File: config.mk
export PLATFORM = sky130hd
export DESIGN_NAME = cmtf_ctrl
export DESIGN_NICKNAME = d
export VERILOG_FILES = /design/src/rtl/cmtf_pkg.sv /design/src/rtl/cmtf_ctrl.sv
export SDC_FILE = /design/constraint.sdc
export NUM_CORES = 1
export LEC_CHECK = 0
export BUFFER_PORTS_ARGS = -buffer_cell sky130_fd_sc_hd__clkbuf_2
export CAP_MARGIN = 20
export CORE_UTILIZATION = 50
export DETAILED_ROUTE_END_ITERATION = 8
export HOLD_SLACK_MARGIN = 0.06
export PLACE_DENSITY = 0.76
export SLEW_MARGIN = 15
export SYNTH_ARGS = -nofsm -noshare
export SYNTH_HDL_FRONTEND = slang
export SYNTH_SLANG_ARGS = --single-unit
File: constraint.sdc
create_clock -name clk -period 4 [get_ports clk]
set_input_delay 0.8 -clock clk [delete_from_list [all_inputs] [get_ports clk]]
set_output_delay 0.8 -clock clk [all_outputs]
set_load 0.01 [all_outputs]
File: src/rtl/cmtf_pkg.sv
// ----------------------------------------------------------------------------
// cmtf_pkg
// shared types and constants of the collinear marker triple finder
// ----------------------------------------------------------------------------
package cmtf_pkg;

  localparam int CxW  = 14;
  localparam int CyW  = 13;
  localparam int DiffW = 15;           // signed step component
  localparam int LenW  = 29;           // squared step length
  localparam int DotW  = 30;           // signed dot product

  // image geometry and centroid fixed point format
  localparam int ImageWidth   = 640;
  localparam int ImageHeight  = 480;
  localparam int FractionBits = 4;
  localparam logic [CxW-1:0] XLim = CxW'(ImageWidth * (1 << FractionBits) - 1);
  localparam logic [CyW-1:0] YLim = CyW'(ImageHeight * (1 << FractionBits) - 1);

  localparam logic [15:0] MinCosReset   = 16'd59146;
  localparam logic [17:0] MinRatioReset = 18'd65536;
  localparam logic [17:0] MaxRatioReset = 18'd128451;

  localparam logic [1:0] RegMinCos   = 2'd0;
  localparam logic [1:0] RegMinRatio = 2'd1;
  localparam logic [1:0] RegMaxRatio = 2'd2;

  // controller to datapath
  typedef struct packed {
    logic div_start;     // start both centroid divisions
    logic store_wr;      // write divided centroid to the store
    logic eval_start;    // start evaluating current triple
  } cmtf_cmd_t;

  // datapath to controller
  typedef struct packed {
    logic div_done;
    logic eval_done;
    logic eval_pass;
  } cmtf_sts_t;

endpackage

File: src/rtl/cmtf_ctrl.sv
// ----------------------------------------------------------------------------
// cmtf_ctrl
// sequencer: load, divide, store, triple search, result emission
// ----------------------------------------------------------------------------
module cmtf_ctrl #(
  parameter int MaxBlobs = 16,
  localparam int IdxW = $clog2(MaxBlobs),
  localparam int CntW = $clog2(MaxBlobs + 1)
) (
  input  logic                clk,
  input  logic                rst,
  input  logic                in_valid,
  output logic                in_ready,
  input  logic                in_last,
  output cmtf_pkg::cmtf_cmd_t cmd,
  input  cmtf_pkg::cmtf_sts_t sts,
  output logic [IdxW-1:0]     wr_idx,
  output logic [IdxW-1:0]     rd_idx,
  output logic [IdxW-1:0]     ti,
  output logic [IdxW-1:0]     tj,
  output logic [IdxW-1:0]     tk,
  input  logic [13:0]         rd_x,
  input  logic [12:0]         rd_y,
  output logic                out_valid,
  input  logic                out_ready,
  output logic                out_found,
  output logic [1:0]          out_rank,
  output logic [3:0]          out_index,
  output logic [13:0]         out_x,
  output logic [12:0]         out_y,
  output logic                out_last
);

  typedef enum logic [6:0] {
    S_IDLE = 7'b0000001,
    S_DIV  = 7'b0000010,
    S_NEXT = 7'b0000100,
    S_EVAL = 7'b0001000,
    S_RD   = 7'b0010000,
    S_OUT  = 7'b0100000,
    S_WAIT = 7'b1000000
  } state_t;

  state_t          state;
  logic [CntW-1:0] count;
  logic            last;
  logic            found;
  logic [1:0]      rank;
  logic            started;

  logic [IdxW-1:0] n_m1;
  assign n_m1 = IdxW'(count - 1'b1);
  assign wr_idx = IdxW'(count);

  always_comb begin
    case (rank)
      2'd0:    rd_idx = ti;
      2'd1:    rd_idx = tj;
      default: rd_idx = tk;
    endcase
  end

  assign in_ready       = (state == S_IDLE);
  assign cmd.div_start  = (state == S_IDLE) && in_valid && (count < CntW'(MaxBlobs));
  assign cmd.store_wr   = (state == S_DIV) && sts.div_done;
  assign cmd.eval_start = (state == S_NEXT) && started;

  function automatic logic distinct(input logic [IdxW-1:0] a, b, c);
    distinct = (a != b) && (a != c) && (b != c);
  endfunction

  always_ff @(posedge clk) begin
    if (rst) begin
      state     <= S_IDLE;
      count     <= '0;
      out_valid <= 1'b0;
    end else begin
      case (state)
        S_IDLE: if (in_valid) begin
          last <= in_last;
          if (count < CntW'(MaxBlobs)) begin
            state <= S_DIV;
          end else if (in_last) begin
            state <= S_NEXT; ti <= '0; tj <= '0; tk <= '0; started <= 1'b0;
          end
        end
        S_DIV: if (sts.div_done) begin
          count <= count + 1'b1;
          if (last) begin
            state <= S_NEXT; ti <= '0; tj <= '0; tk <= '0; started <= 1'b0;
          end else begin
            state <= S_IDLE;
          end
        end
        // step (ti,tj,tk) until distinct; started marks a valid triple
        S_NEXT: begin
          if (count < CntW'(3)) begin
            found <= 1'b0; state <= S_OUT;
          end else if (started) begin
            state <= S_EVAL;
          end else begin
            if (distinct(ti, tj, tk)) begin
              started <= 1'b1;
            end else if (tk != n_m1) begin
              tk <= tk + 1'b1;
            end else if (tj != n_m1) begin
              tk <= '0; tj <= tj + 1'b1;
            end else if (ti != n_m1) begin
              tk <= '0; tj <= '0; ti <= ti + 1'b1;
            end else begin
              found <= 1'b0; state <= S_OUT;
            end
          end
        end
        S_EVAL: if (sts.eval_done) begin
          if (sts.eval_pass) begin
            found <= 1'b1; rank <= 2'd0; state <= S_RD;
          end else begin
            started <= 1'b0;
            if (tk != n_m1) begin
              tk <= tk + 1'b1; state <= S_NEXT;
            end else if (tj != n_m1) begin
              tk <= '0; tj <= tj + 1'b1; state <= S_NEXT;
            end else if (ti != n_m1) begin
              tk <= '0; tj <= '0; ti <= ti + 1'b1; state <= S_NEXT;
            end else begin
              found <= 1'b0; state <= S_OUT;
            end
          end
        end
        S_RD: state <= S_OUT;
        S_OUT: begin
          out_valid <= 1'b1;
          out_found <= found;
          if (found) begin
            out_rank  <= rank;
            out_index <= 4'(rd_idx);
            out_x     <= rd_x;
            out_y     <= rd_y;
            out_last  <= (rank == 2'd2);
          end else begin
            out_rank <= '0; out_index <= '0; out_x <= '0; out_y <= '0;
            out_last <= 1'b1;
          end
          state <= S_WAIT;
        end
        S_WAIT: if (out_ready) begin
          out_valid <= 1'b0;
          if (out_last) begin
            count <= '0; state <= S_IDLE;
          end else begin
            rank <= rank + 1'b1; state <= S_RD;
          end
        end
        default: state <= S_IDLE;
      endcase
    end
  end

endmodule

==> results.yml, run 1 <==
layout:
  fill_cells: 590
  fin_util: 0.6240
  mostFrequentLayoutCell: "clkbuf_2"
  final_cell_mix: "clkbuf_2 (94), edfxtp_1 (52), and2_1 (38)"
  finalNetCount: 469
  area_growth_pct: 17.59
  drive_above_1_share: 0.2970
  final_area_sq_um: 4333
  antenna_cells: 0
critical_path:
  r2r-start: "state[6]$_SDFFE_PP0P_"
  r2r_slack_ns: 1.40
  criticalPathCategory: "register to output pin"
  timing.rr.end: "tj[0]$_SDFFCE_PP0P_"
  required_ns: 3.20
  cp_slowest_cell: "or3_4"
  cp-end-kind: "output pin"
  path_cells: "or3_4 > nor3_2 > nand2_1 > nor2_1 > clkbuf_2"
  worstSetupStartpointType: "register"
  worst_path_largest_cell_delay_ns: 0.47
  reg2regPathDepth: 6
  path_max_fanout: 10
  crit_arrival_ns: 1.89
yosys:
  muxShareOfSynthArea: 0.01087
  syn_nets: 392
  synth_edf_count: 52
  synth_ff_type: "edfxtp_1"
  synth_top_family_by_area: "simple AND/OR/NAND/NOR gates"
  synthesis.area_sq_um: 3685
  async_flop_share: 0
  synth_area_leaders: "edfxtp_1 (42%), dfxtp_1 (7.1%), and2_1 (6.5%)"
  synth_cell_type_count: 53
  synth_top_area_frac: 0.4238
  netlist_instances: 349
  ys_warn_count: 0
  yosys.area_share.simple: 0.2323
  syn_avg_cell_area_sq_um: 10.56
  synth_compound_area_frac: 0.09508
  synth_seq_area_share: 0.4944
  yosys.area.top_type: "edfxtp_1"
  synthXorXnorAreaFrac: 0.09032
  ys_ff_latch: 65
  synth_adder_area_share: 0.02716
sta:
  layout_setup_ws_ns: 1.310
  finalSetupTns_ns: 0
  hold_violations: 0
  report.final.slew_viol_count: 0
  fin_skew_ns: 0.01188
  slew_headroom: 0.3584
  finalCritPeriodShare: 0.6726
  grt_setup_unrepaired: "false"
  setup_violations: 0
  post-route-min-period_ns: 2.690
  fmax_mhz: 371.7
  tightest_slew_ns: 0.9604
clocking:
  post_cts_buffers: 0
  numCtsBuffers: 9
  path_clk_slew_ns: 0.08
  numClockSinks: 65
  clkLatencyLatePin_ns: 0.33
  cts_resized: 0
  cts_tree: "done"
  cts_root_buf: "clkbuf_8"
  clockBufferDepth: 2
  holdBufCountCts: 0
  htreeDepth: 3
placement:
  port_buffers: 94
  dp_hpwl_mm: 5.728
  place_area_sq_um: 4131
  post-place-ws_ns: 1.277
  gp_congestion: 0.9040
floorplan:
  dieArea_sq_um: 7717
  core_area_sq_um: 6944
  ioPinCount: 95
  die_h_um: 87.85
  initial_core_util: 0.5306
  die_w_um: 87.85
  fp-row-count: 30
worst_hold_path:
  hold_path_class: "register to register"
  hold_start: "out_valid$_SDFFE_PP0P_"
  min_to: "out_valid$_SDFFE_PP0P_"
  holdPathStages: 2
grt:
  grt_usage: 0.2143
  grt_pass1_wl_mm: 12.70
  grt_max_degree: 37
  first_global_vias: 2662
  grt_antenna_before_repair: 0
  grt_overflow: 0
route:
  drc: 0
  wire_per_inst_um: 14.88
  drt-pass1-iter-count: 5
  drtIter0Drc: 162
  detail-route-antenna-nets: 0
  vias: 2836
  finalWirelength_mm: 7.843
  viasPerCell: 5.381
power_and_ir_drop:
  power_mw: 1.854
  p_per_area_nw_per_um2: 428.0
  power.leakage_nw: 1.770
  vdd_drop_max_mv: 0.3407
run:
  cap_viol_max_count: 0
run_status:
  status: "completed"
[registers in the layout, indices dropped and copies added (netlist names), 2 cells and up]
name	cells
out_x	14
out_y	13
state	7
count	5
out_index	4
ti	4
tj	4
tk	4
out_rank	2
rank	2
[layer usage]
layer | routed length (um) | GRT usage
met1 | 3275 | 0.2799
met2 | 3988 | 0.3566
met3 | 457 | 0.03676
met4 | 123 | 0.08197
met5 | 0 | 0
[how the worst max path moves through the flow]
stage / startpoint / to / depth (start not counted)
floorplan: rst / out_found$_DFFE_PP_ / 2
detailed placement: sts[2] / ti[1]$_SDFFCE_PP0P_ / 6
CTS: state[6]$_SDFFE_PP0P_ / cmd[2] / 5
finish: state[6]$_SDFFE_PP0P_ / cmd[2] / 5
global placement: sts[2] / ti[0]$_SDFFCE_PP0P_ / 6
global route: state[6]$_SDFFE_PP0P_ / tj[3]$_SDFFCE_PP0P_ / 6
[cell type report]
class	count	area (sq um)	area share
Clock buffer	9	123.9	0.02859
Multi-Input combinational cell	248	1682	0.3881
Inverter	6	22.52	0.005198
Clock inverter	7	77.57	0.01790
Timing Repair Buffer	96	485.5	0.1120
Tap cell	96	120.1	0.02772
Sequential cell	65	1822	0.4204
[cells by family (layout without fill, tap and decap cells)]
group,Yosys count,after routing
xor gates and xnor gates,35,35
AOI/OAI and AO/OA,54,54
buffers and inverters,36,118
adders and majority gates,8,8
muxes,4,4
and+or+nand+nor,147,147
DFF,65,65
[synthesized netlist by cell type (7+ instances only)]
library cell   n
edfxtp_1      52
and2_1        38
nor2_1        37
xor2_1        17
clkbuf_1      16
nand2_1       16
xnor2_1       16
a21oi_1       15
o21ai_0       14
dfxtp_1       13
nand3_1        9
ha_1           8
nand4_1        8
a22oi_1        7
nand2b_1       7
[where the power goes]
group	internal, mW	switching (mW)	total, mW
logic	0.191	0.223	0.415
registers	0.777	0.0956	0.872
clock network	0.293	0.274	0.567
total	1.26	0.593	1.85
[worst max-delay path, delay by kind of cell (launching register included)]
| kind | cells | cell delay (ns) |
|---|---|---|
| flip-flops | 1 | 0.41 |
| AND/OR/NAND/NOR | 4 | 1.01 |
| buffers and inverters | 1 | 0.14 |
[stage by stage]
| step | cells | hold WS [ns] |
|---|---|---|
| 3_5_place_dp | 511 | 0.4885 |
| 4_1_cts | 527 | 0.5005 |
| 5_1_grt | 527 | 0.5075 |
| 6_report | 527 | 0.4902 |
| 2_1_floorplan | 349 | 0.4898 |
| 3_3_place_gp | 511 | 0.4711 |
Power figures use the tool's default switching activity.
==> run 2, diff against run 1 <==
--- a/config.mk
+++ b/config.mk
@@ -5,9 +5,10 @@
 export SDC_FILE = /design/constraint.sdc
 export NUM_CORES = 1
 export LEC_CHECK = 0
+export ABC_AREA = 1
 export BUFFER_PORTS_ARGS = -buffer_cell sky130_fd_sc_hd__clkbuf_2
 export CAP_MARGIN = 20
-export CORE_UTILIZATION = 50
+export CORE_UTILIZATION = 48
 export DETAILED_ROUTE_END_ITERATION = 8
 export HOLD_SLACK_MARGIN = 0.06
 export PLACE_DENSITY = 0.76
==> constraint.sdc (replaced) <==
create_clock -name clk -period 2.4 [get_ports clk]
set_input_delay 0.48 -clock clk [delete_from_list [all_inputs] [get_ports clk]]
set_output_delay 0.48 -clock clk [all_outputs]
set_load 0.01 [all_outputs]
==> run 2 against run 1 <==
  * First-iteration DRC count up 43%
  * Largest power group unchanged
  * Combinational power up 130%
  * Worst setup slack worse by 1.1 ns
  * Clock-buffer cell count unchanged
  * Via count up 16%
==> results.yml, run 2 <==
clocking:
  cts_resized: 0
  clkLatencyLatePin_ns: 0.35
  clockBufferDepth: 2
  post_cts_buffers: 0
  holdBufCountCts: 0
  htreeDepth: 3
  numCtsBuffers: 9
  cts_root_buf: "clkbuf_8"
  path_clk_slew_ns: 0.07
  numClockSinks: 65
  cts_tree: "done"
sta:
  grt_setup_unrepaired: "false"
  fmax_mhz: 461.5
  slew_headroom: 0.6951
  post-route-min-period_ns: 2.167
  layout_setup_ws_ns: 0.2334
  finalCritPeriodShare: 0.9028
  tightest_slew_ns: 0.4574
  finalSetupTns_ns: 0
  fin_skew_ns: 0.01039
  setup_violations: 0
  hold_violations: 0
  report.final.slew_viol_count: 0
layout:
  top_regs: "out_x: 14 flops, out_y: 13 flops, state: 7 flops"
  mostFrequentLayoutCell: "nand2_1"
  final_cell_mix: "nand2_1 (113), clkbuf_2 (94), inv_1 (71)"
  largest_register_ffs: 14
  regMostFlops: "out_x"
  antenna_cells: 0
  drive_above_1_share: 0.2852
  area_growth_pct: 19.87
  finalNetCount: 585
grt:
  grt_usage: 0.2249
  grt_max_degree: 36
  grt_antenna_before_repair: 0
  grt_pass1_wl_mm: 14.44
  gr-usage-met2: 0.3491
  top_usage_layer: "met2"
  met1_usage: 0.2967
  gr-usage-met3: 0.05051
  first_global_vias: 3093
  grt_overflow: 0
floorplan:
  die_h_um: 90.57
  initial_core_util: 0.5082
  dieArea_sq_um: 8202
  core_area_sq_um: 7408
  die_w_um: 90.57
  ioPinCount: 95
  fp-row-count: 31
critical_path:
  crit_buf_inv: 3
  r2r-start: "count[0]$_SDFFE_PP0P_"
  crit_arrival_ns: 1.69
  criticalPathCategory: "register to output pin"
  cp-end-kind: "output pin"
  required_ns: 1.92
  path_cells: "inv_1 > nand3_1 > inv_2 > nand4_1 > nor2_1 > clkbuf_2"
  worst_path_largest_cell_delay_ns: 0.33
  cp_slowest_cell: "dfxtp_1"
  path_max_fanout: 5
  crit_start: "state[5]$_SDFFE_PP0P_"
  r2r_slack_ns: 0.28
  crit_family: "simple AND/OR/NAND/NOR gates"
  worstSetupStartpointType: "register"
yosys:
  netlist_instances: 450
  synth_edf_count: 52
  synthesis.area_sq_um: 3765
  synth_top_area_frac: 0.4148
  synth_ff_type: "edfxtp_1"
  yosys.area.top_type: "edfxtp_1"
  async_flop_share: 0
  synth_area_leaders: "edfxtp_1 (41%), nand2_1 (11%), inv_1 (7.1%)"
  syn_avg_cell_area_sq_um: 8.366
  synth_cell_type_count: 40
  synthTopCellsByCount: "nand2_1 (113), inv_1 (71), edfxtp_1 (52)"
  ys_warn_count: 0
  ys_ff_latch: 65
  synth_seq_area_share: 0.4839
  syn_nets: 493
  yosysMostFrequentCell: "nand2_1"
placement:
  port_buffers: 94
  gp_congestion: 0.9267
  dp_hpwl_mm: 6.740
  post-place-ws_ns: 0.2954
worst_hold_path:
  hold_start: "in_last"
  hold_path_class: "primary input to register"
route:
  drt-pass1-iter-count: 5
  vias: 3281
  detail-route-antenna-nets: 0
  drtIter0Drc: 231
  wire_per_inst_um: 13.54
  viasPerCell: 5.079
  drc: 0
  finalWirelength_mm: 8.746
run_status:
  status: "completed"
power_and_ir_drop:
  power.leakage_nw: 2.222
  p_per_area_nw_per_um2: 738.8
  power_mw: 3.334
  vdd_drop_max_mv: 0.3634
run:
  cap_viol_max_count: 0
-- run 2: kinds of logic (layout without fill, tap and decap cells) --
kind of cell             count (synthesis)  in the layout  share of synthesized area
buffers and inverters                  103            200                     0.1133
flip-flops                              65             65                     0.4839
adder cells (fa/ha/maj)                  8              8                    0.02659
AO/OA/AOI/OAI                           36             36                    0.05550
AND/OR/NAND/NOR                        217            217                     0.2718
XOR/XNOR                                21             21                    0.04885
-- run 2: area by class of cell --
type                            count  area (sq um)
Inverter                           83         314.1
Multi-Input combinational cell    282          1529
Fill cell                         681          2895
Clock buffer                        9         123.9
Clock inverter                      7         77.57
Sequential cell                    65          1822
Tap cell                           99         123.9
Timing Repair Buffer              101         523.0
-- run 2: metal layers --
| metal | vias up | routed length [um] |
|---|---|---|
| met1 | 1507 | 3801 |
| met5 | - | 0 |
| met2 | 134 | 4117 |
| met3 | 25 | 572 |
| met4 | 0 | 255 |
| li1 | 1615 | - |
-- run 2: worst register-to-register path, cell delays in order (launching register included) --
cell	delay, ns
dfxtp_1	0.38
inv_4	0.07
ha_1	0.36
inv_1	0.08
nand2_1	0.06
nand2_1	0.05
nor2_2	0.11
nand3_2	0.09
nor2_4	0.21
nand3b_2	0.16
nor2_1	0.15
nand2_1	0.06
nand2_1	0.06
nor2_1	0.04
-- run 2: worst paths after layout --
check / depth (start not counted) / to
max: 6 / cmd[0]
min: 1 / last$_DFFE_PP_
max reg2reg: 13 / ti[2]$_SDFFCE_PP0P_
min reg2reg: 2 / out_valid$_SDFFE_PP0P_
-- run 2: metrics by stage --
| stage | util | hold WS (ns) | instance area, sq um | cells |
|---|---|---|---|---|
| 6_report | 0.6092 | 0.3286 | 4513 | 646 |
| 5_1_grt | 0.6092 | 0.3198 | 4513 | 646 |
| 4_1_cts | 0.6092 | 0.3142 | 4513 | 646 |
| 3_5_place_dp | 0.5820 | 0.4673 | 4312 | 630 |
| 3_3_place_gp | 0.5820 | 0.4625 | 4312 | 630 |
| 2_1_floorplan | - | 0.4825 | 3772 | 450 |
-- run 2: power breakdown --
part	leakage [nW]	switching, mW	internal [mW]
sequential	0.583	0.130	1.31
clock	0.100	0.476	0.489
combinational	1.54	0.582	0.352
